`src/hw/rtl/bleadv_pkg.sv`:
```
// shared types and constants for the advertising report filter and name extractor
package bleadv_pkg;

  localparam int REPORT_BYTES = 32;
  localparam int ADDR_W       = $clog2(REPORT_BYTES);
  localparam int CNT_W        = ADDR_W + 1;
  localparam int MAX_NAME_LEN = 29;

  localparam logic [7:0] AD_TYPE_FLAGS      = 8'h01;
  localparam logic [7:0] AD_TYPE_NAME_SHORT = 8'h08;
  localparam logic [7:0] AD_TYPE_NAME_FULL  = 8'h09;
  localparam logic [7:0] NAME_LEN_LIMIT     = 8'(MAX_NAME_LEN + 1);

  typedef enum logic [1:0] {
    DM_ALL     = 2'd0,
    DM_LIMITED = 2'd1,
    DM_GENERAL = 2'd2,
    DM_REJECT  = 2'd3
  } disc_mode_t;

  typedef enum logic [2:0] {
    ST_IDLE,
    ST_RD_LEN,
    ST_RD_TYPE,
    ST_CHK_TYPE,
    ST_RD_FV,
    ST_FINISH,
    ST_EMIT
  } walk_state_t;

  typedef struct packed {
    logic [7:0] ad_byte;
    logic       end_of_report;
  } item_t;

  typedef struct packed {
    logic       accepted;
    logic       flags_found;
    logic [7:0] flags_value;
    logic       name_found;
    logic [7:0] name_byte;
    logic [4:0] name_index;
    logic       last_result;
  } result_t;

  typedef struct packed {
    logic             go;
    logic [CNT_W-1:0] size;
  } walk_cmd_t;

endpackage

```
`src/hw/rtl/bleadv_store.sv`:
```
// report byte memory, one write port and one registered read port
module bleadv_store
  import bleadv_pkg::*;
(
  input  logic              clk,
  input  logic              wr_en,
  input  logic [ADDR_W-1:0] wr_addr,
  input  logic [7:0]        wr_data,
  input  logic [ADDR_W-1:0] rd_addr,
  output logic [7:0]        rd_data
);

  logic [7:0] mem [REPORT_BYTES];

  always_ff @(posedge clk) begin
    if (wr_en) begin
      mem[wr_addr] <= wr_data;
    end
  end

  always_ff @(posedge clk) begin
    rd_data <= mem[rd_addr];
  end

endmodule

```
`src/hw/rtl/bleadv_walker.sv`:
```
// structure walk over the stored report and name result sequencer
module bleadv_walker
  import bleadv_pkg::*;
(
  input  logic              clk,
  input  logic              rst,
  input  walk_cmd_t         cmd,
  input  disc_mode_t        mode,
  input  logic [7:0]        rd_data,
  output logic [ADDR_W-1:0] rd_addr,
  output logic              busy,
  output logic              result_valid,
  output result_t           result
);

  walk_state_t state, state_next;

  logic [CNT_W-1:0]  size;
  logic [CNT_W-1:0]  off;
  logic [7:0]        len;
  logic              ff;
  logic [7:0]        fv;
  logic              name_done;
  logic              nf;
  logic [ADDR_W-1:0] name_start;
  logic [ADDR_W-1:0] nlen;
  logic [ADDR_W-1:0] idx;
  logic              acc;
  logic              out_pend;
  logic              out_mem;
  logic [ADDR_W-1:0] out_idx;
  logic              out_last;

  logic [8:0]        struct_end;
  logic              len_bad;
  logic              is_flags;
  logic              is_name;
  logic              fv_inside;
  logic              both_done;
  logic              name_stream;
  logic              emit_last;
  logic              acc_next;

  always_comb begin
    struct_end  = 9'(off) + 9'd1 + 9'(rd_data);
    len_bad     = (rd_data == 8'd0) || (struct_end > 9'(size));
    is_flags    = !ff && (rd_data == AD_TYPE_FLAGS);
    is_name     = !name_done
                  && ((rd_data == AD_TYPE_NAME_SHORT) || (rd_data == AD_TYPE_NAME_FULL));
    fv_inside   = (9'(off) + 9'd2) < 9'(size);
    both_done   = (ff || is_flags) && (name_done || is_name);
    name_stream = nf && (nlen != '0);
    emit_last   = (CNT_W'(idx) + CNT_W'(1)) == CNT_W'(nlen);
  end

  always_comb begin
    unique case (mode)
      DM_ALL:     acc_next = 1'b1;
      DM_LIMITED: acc_next = ff & fv[0];
      DM_GENERAL: acc_next = ff & (fv[0] | fv[1]);
      DM_REJECT:  acc_next = 1'b0;
      default:    acc_next = 1'b0;
    endcase
  end

  // next state
  always_comb begin
    state_next = state;
    unique case (state)
      ST_IDLE: begin
        if (cmd.go) begin
          state_next = ST_RD_LEN;
        end
      end
      ST_RD_LEN: begin
        state_next = (off >= size) ? ST_FINISH : ST_RD_TYPE;
      end
      ST_RD_TYPE: begin
        state_next = len_bad ? ST_FINISH : ST_CHK_TYPE;
      end
      ST_CHK_TYPE: begin
        if (is_flags && fv_inside) begin
          state_next = ST_RD_FV;
        end else begin
          state_next = both_done ? ST_FINISH : ST_RD_LEN;
        end
      end
      ST_RD_FV: begin
        state_next = name_done ? ST_FINISH : ST_RD_LEN;
      end
      ST_FINISH: begin
        state_next = ST_EMIT;
      end
      ST_EMIT: begin
        if (!name_stream || emit_last) begin
          state_next = ST_IDLE;
        end
      end
      default: state_next = ST_IDLE;
    endcase
  end

  // outputs
  always_comb begin
    rd_addr = off[ADDR_W-1:0];
    busy    = (state != ST_IDLE);
    unique case (state)
      ST_RD_TYPE:  rd_addr = ADDR_W'(off + CNT_W'(1));
      ST_CHK_TYPE: rd_addr = ADDR_W'(off + CNT_W'(2));
      ST_EMIT:     rd_addr = name_start + idx;
      default:     rd_addr = off[ADDR_W-1:0];
    endcase
  end

  always_ff @(posedge clk) begin
    if (rst) begin
      state    <= ST_IDLE;
      out_pend <= 1'b0;
    end else begin
      state    <= state_next;
      out_pend <= (state == ST_EMIT);
    end
  end

  always_ff @(posedge clk) begin
    unique case (state)
      ST_IDLE: begin
        if (cmd.go) begin
          size      <= cmd.size;
          off       <= '0;
          ff        <= 1'b0;
          fv        <= 8'd0;
          name_done <= 1'b0;
          nf        <= 1'b0;
        end
      end
      ST_RD_TYPE: begin
        len <= rd_data;
      end
      ST_CHK_TYPE: begin
        off <= CNT_W'(9'(off) + 9'd1 + 9'(len));
        if (is_flags) begin
          ff <= 1'b1;
        end
        if (is_name) begin
          name_done  <= 1'b1;
          nf         <= (len <= NAME_LEN_LIMIT);
          name_start <= ADDR_W'(off + CNT_W'(2));
          nlen       <= ADDR_W'(len - 8'd1);
        end
      end
      ST_RD_FV: begin
        fv <= rd_data;
      end
      ST_FINISH: begin
        acc <= acc_next;
        idx <= '0;
      end
      ST_EMIT: begin
        out_mem  <= name_stream;
        out_idx  <= name_stream ? idx : '0;
        out_last <= !name_stream || emit_last;
        idx      <= idx + ADDR_W'(1);
      end
      default: begin
      end
    endcase
  end

  always_comb begin
    result_valid       = out_pend;
    result.accepted    = acc;
    result.flags_found = ff;
    result.flags_value = fv;
    result.name_found  = nf;
    result.name_byte   = out_mem ? rd_data : 8'd0;
    result.name_index  = out_idx;
    result.last_result = out_last;
  end

endmodule

```
`src/hw/rtl/ble_adv_report_filter_name_extract_core.sv`:
```
// advertising report filter and name extractor top level
// Takes one advertising-data byte per transaction (start while busy is low) and stores up to
// 32 bytes of a report; bytes beyond that are dropped. After a byte without the end mark busy
// stays low. After the end mark busy rises while the stored structures are walked through the
// single read port of the report memory, reading the length and type of each structure and the
// value of a flags structure; the walk is then closed, and one result is sent per name
// character, or one when no name character is sent; busy falls as the final result appears.
// Results come one per cycle on result with result_valid high for one cycle each, the final
// one marked by last_result; the receiver cannot stall them. The user must write discovery_mode
// through cfg_valid and cfg_data only while no report is in progress; this is not enforced.
module ble_adv_report_filter_name_extract_core
  import bleadv_pkg::*;
(
  input  logic       clk,
  input  logic       rst,
  input  logic       start,
  output logic       busy,
  input  item_t      item,
  output logic       result_valid,
  output result_t    result,
  input  logic       cfg_valid,
  output logic       cfg_ready,
  input  logic [1:0] cfg_data
);

  logic              accept;
  logic              room;
  logic [CNT_W-1:0]  byte_count;
  logic [CNT_W-1:0]  size;
  disc_mode_t        mode;
  walk_cmd_t         cmd;
  logic [ADDR_W-1:0] rd_addr;
  logic [7:0]        rd_data;

  assign accept    = start && !busy;
  assign room      = (byte_count < CNT_W'(REPORT_BYTES));
  assign cfg_ready = 1'b1;
  assign size      = room ? byte_count + CNT_W'(1) : byte_count;
  assign cmd.go    = accept && item.end_of_report;
  assign cmd.size  = size;

  always_ff @(posedge clk) begin
    if (rst) begin
      byte_count <= '0;
      mode       <= DM_ALL;
    end else begin
      if (cfg_valid && cfg_ready) begin
        mode <= disc_mode_t'(cfg_data);
      end
      if (accept) begin
        if (item.end_of_report) begin
          byte_count <= '0;
        end else if (room) begin
          byte_count <= byte_count + CNT_W'(1);
        end
      end
    end
  end

  bleadv_store u_store (
    .clk     (clk),
    .wr_en   (accept && room),
    .wr_addr (byte_count[ADDR_W-1:0]),
    .wr_data (item.ad_byte),
    .rd_addr (rd_addr),
    .rd_data (rd_data)
  );

  bleadv_walker u_walker (
    .clk          (clk),
    .rst          (rst),
    .cmd          (cmd),
    .mode         (mode),
    .rd_data      (rd_data),
    .rd_addr      (rd_addr),
    .busy         (busy),
    .result_valid (result_valid),
    .result       (result)
  );

endmodule
```
`config.mk`:
```
export PLATFORM = sky130hd
export DESIGN_NAME = ble_adv_report_filter_name_extract_core
export DESIGN_NICKNAME = d
export VERILOG_FILES = /design/src/hw/rtl/bleadv_pkg.sv /design/src/hw/rtl/bleadv_store.sv /design/src/hw/rtl/bleadv_walker.sv /design/src/hw/rtl/ble_adv_report_filter_name_extract_core.sv
export SDC_FILE = /design/constraint.sdc
export NUM_CORES = 1
export LEC_CHECK = 0
export BUFFER_PORTS_ARGS = -buffer_cell sky130_fd_sc_hd__buf_2
export CAP_MARGIN = 20
export CORE_UTILIZATION = 36
export CTS_CLUSTER_SIZE = 25
export DETAILED_ROUTE_END_ITERATION = 6
export PLACE_DENSITY = 0.6
export SETUP_SLACK_MARGIN = 0.3
export SLEW_MARGIN = 25
export SYNTH_ARGS = -nofsm -noshare
export SYNTH_HDL_FRONTEND = slang
export SYNTH_SLANG_ARGS = --single-unit
```
`constraint.sdc`:
```
create_clock -name clk -period 3.9 [get_ports clk]
set_input_delay 0.39 -clock clk [delete_from_list [all_inputs] [get_ports clk]]
set_output_delay 0.39 -clock clk [all_outputs]
set_load 0.02 [all_outputs]
```
==> impl_results.md <==
- Crit path largest cell delay: 0.56 ns
- Most frequent cells in the layout: edfxtp_1, nand2_1, a211oi_1
- Slew headroom: 0.408
- Dpl hpwl: 22300 um
- Comb pwr share: 0.225
- Met2 Resource Use GR: 0.271
- Critical Path End Type: register
- Via/cell ratio: 5.45
- Mean post-synth cell area: roughly 14 um2
- Final hold violation count: 0
- P_leak: between 5 and 6 nW
- Asr flop ratio synth: 0
- Final global-route overflow total: 0
- IO Port Bufs: 41
- Die Span Y: between 200 and 250 um
- DRC viols: 0
- Layout Nets: 1182
- Number of cells on the critical path: 9
- Pwr/cell area: 574 nW/um2
- Final min period: around 3.5 ns
- Gpl congestion: between 0.8 and 0.9
- RSZ-0062 raised after global routing: no
- Fmax: just under 0.3 GHz
- Area Growth Syn to Fin: 14.3%
- Syn nets: 1123
- First drt pass iteration count: 5
- Row Count: 73
- Fin. max-slew vios: 0
- # setup viols final: 0
- Yosys warnings: 0
- Sequential Power Share: 0.438
- Worst Tran Pin Value: roughly 0.89 ns
- Max-cap violations: 0
- Busiest grt layer: met2
- Die area: between 40000 and 50000 um2
- Status: complete, no violations
- Synth Instances: 1059
- Register-to-register setup slack: approximately 0.45 ns
- Post-DRT Antenna Nets: 0
- DR WL/cell: between 20 and 25 um
- All-Layer GR Usage: 0.168
- Post-synth EDFFs: 310
- Syn Std Cell Area: roughly 15000 um2
- Worst-path cell chain: nor2b_2 > o211ai_1 > nand2_4 > buf_12 > buf_4 > mux2i_1 > a21oi_1 > a211oi_1 > nor4_1
- WP buf/inv: 2
- GR Util met3: 0.0254
- Clock Power Share: 0.338
- Top Family by Delay on Critical Path: simple AND/OR/NAND/NOR gates
- Initial antenna violation count: 0
- CTS max path bufs: 3
- H-tree depth: 2
- Clock latency at the later pin of the worst-skew pair: about 0.53 ns
- Worst r2r src: u_walker.state[1]
- Clock Skew: just under 0.02 ns
- Initial drt markers: 768
- Crit-path slowest cell: nor2b_2
- First-pass GRT wire length: around 53000 um
- Final worst-path cycle share: 0.886
- Clock transition at path regs: 0.07 ns
- Top-Level Pins: 43
- Placement Cell Area: around 16000 um2
- Routed wire length: 36000 um
- Met1 usage: 0.236
- Fraction of layout cells with a size suffix above 1: 0.151
- Post-synthesis sequential area ratio: 0.658
- Largest net degree at the start of global routing: 80
- Setup TNS: 0 ns
- Clock sink total: 330
- Critical path type: reg -> reg
- Initial Utilization: 0.368
- Reg2reg end: u_store.rd_data[7]
- CTS tree: yes
- Fin area: 16900 um2
- CP max FO: 38
- Seq cells post-synth: 330
- Clock Root Buffer: clkbuf_16
- Commonest non-fill, non-tap cell in the layout: edfxtp_1
- Die Span X: between 200 and 250 um
- Critical Path AT: just under 4 ns
- VDD IR max: between 0.4 and 0.5 mV
- CP startpoint: u_walker.state[1]
- HP Class: in -> reg
- Switching Share: 0.297
- Worst R2R Path Depth: 9
- Core ar.: ~40000 um2
- Routed via count: ~9k
- P_sw: 2.87 mW
- Top FF cell, synth: edfxtp_1
- Int Power: around 7 mW
- CTS buffer count: 35
- Synth unique cells: 61
- Vias in the first global route: between 8k and 9k
- Worst setup endpoint: u_store.rd_data[7]
- Crit start category: register
- CP Data Required Time: roughly 4.3 ns
-- per-layer routing --
metal | wire length, um | share of wire
met2 | 16800 | 0.47
met4 | 714 | 0.020
met5 | 0 | 0
met3 | 2190 | 0.061
met1 | 16200 | 0.45
-- synth_stat cells, types with 5 or more instances --
cell type | n | area (um2)
a21oi_1 | 33 | 165
mux4_2 | 16 | 360
nor3b_1 | 15 | 113
xor2_1 | 15 | 131
edfxtp_1 | 310 | 9310
inv_1 | 27 | 101
xnor2_1 | 18 | 158
clkbuf_1 | 31 | 116
buf_2 | 16 | 80.1
nor4_1 | 7 | 43.8
mux2i_1 | 21 | 210
nor2_1 | 62 | 233
o21a_1 | 6 | 45.0
a311oi_1 | 32 | 280
nor3_1 | 8 | 40.0
nor2b_1 | 11 | 68.8
a211oi_1 | 64 | 480
nand3b_1 | 5 | 37.5
nand2_1 | 74 | 278
buf_4 | 8 | 60.1
and3_1 | 59 | 369
nand2b_1 | 5 | 31.3
ha_1 | 46 | 576
nand3_1 | 45 | 225
a21o_1 | 7 | 52.6
o21ai_0 | 8 | 40.0
and2_1 | 23 | 144
dfxtp_1 | 20 | 400
-- flip-flops by register name (all words and copies together) (netlist names) --
name and count:
u_walker.state 3, u_walker.name_start 5, u_walker.fv 8, u_walker.ff 1, u_walker.nf 1, u_walker.out_mem 1, u_walker.off 6, u_walker.len 8
u_walker.size 6, u_walker.idx 5, u_walker.out_idx 5, byte_count 6, u_walker.nlen 5, u_store.rd_data 8, u_walker.acc 1, u_store.mem 256
mode 2, u_walker.result_valid 1, u_walker.out_last 1, u_walker.name_done 1
-- per-stage QoR --
step                hold WS (ns)  cells   util  power, mW  setup WS [ns]
global placement           0.516   1602  0.391       6.37          0.455
global route               0.118   1669  0.421       10.1          0.314
detailed placement         0.529   1602  0.391       6.39          0.328
finish                     0.102   1670  0.421       9.67          0.446
floorplan                  0.455   1059      -       5.67          0.754
CTS                       0.0900   1665  0.419       9.64          0.302
-- power by group through the flow --
stage / clock network (mW) / logic [mW] / registers [mW]
floorplan: 0 / 1.45 / 4.22
global placement: 0 / 2.06 / 4.31
detailed placement: 0 / 2.08 / 4.31
CTS: 3.32 / 2.09 / 4.23
global route: 3.45 / 2.39 / 4.25
finish: 3.27 / 2.17 / 4.24
-- worst reg2reg max path, cell delays in order, from the launching register on --
cell and delay [ns]:
dfxtp_1 0.42, nor2b_2 0.56, o211ai_1 0.45, nand2_4 0.44, buf_12 0.30, buf_4 0.29, mux2i_1 0.11, a21oi_1 0.28
a211oi_1 0.13, nor4_1 0.34
-- area by class of cell --
class,count,area [um2]
diodes,1,2.50
inverters,27,101
clock buffers,47,982
fillers,3620,23200
repair buffers,82,576
multi-input cells,642,4690
clock inverters,16,146
flip-flops and latches,330,9710
well taps,525,657
-- how the worst min path moves through the flow --
stage | endpoint | depth (start not counted) | slack [ns] | from
6_report | mode[0] | 3 | 0.10 | cfg_data[0]
5_1_grt | mode[0] | 3 | 0.12 | cfg_data[0]
4_1_cts | mode[0] | 3 | 0.09 | cfg_data[0]
3_5_place_dp | mode[0] | 2 | 0.53 | mode[0]
3_3_place_gp | mode[1] | 2 | 0.52 | mode[1]
2_1_floorplan | u_walker.len[6] | 0 | 0.46 | u_store.rd_data[6]
-- kinds of logic after synthesis --
kind of cell	count (synthesis)	synth area share
AND/OR/NAND/NOR	335	0.119
flip-flops	330	0.658
AO/OA/AOI/OAI	183	0.0912
buffers and inverters	89	0.0288
adder cells (fa/ha/maj)	49	0.0431
multiplexers	39	0.0402
XOR/XNOR	33	0.0196
other	1	0.000254
-- repair_timing --
| action | CTS | global route |
|---|---|---|
| resized for setup | 0 | 5 |
| setup endpoints to repair | 0 | 4 |
| hold buffers | 0 | 0 |
| buffers inserted | 0 | 2 |
Power figures use the tool's default switching activity.
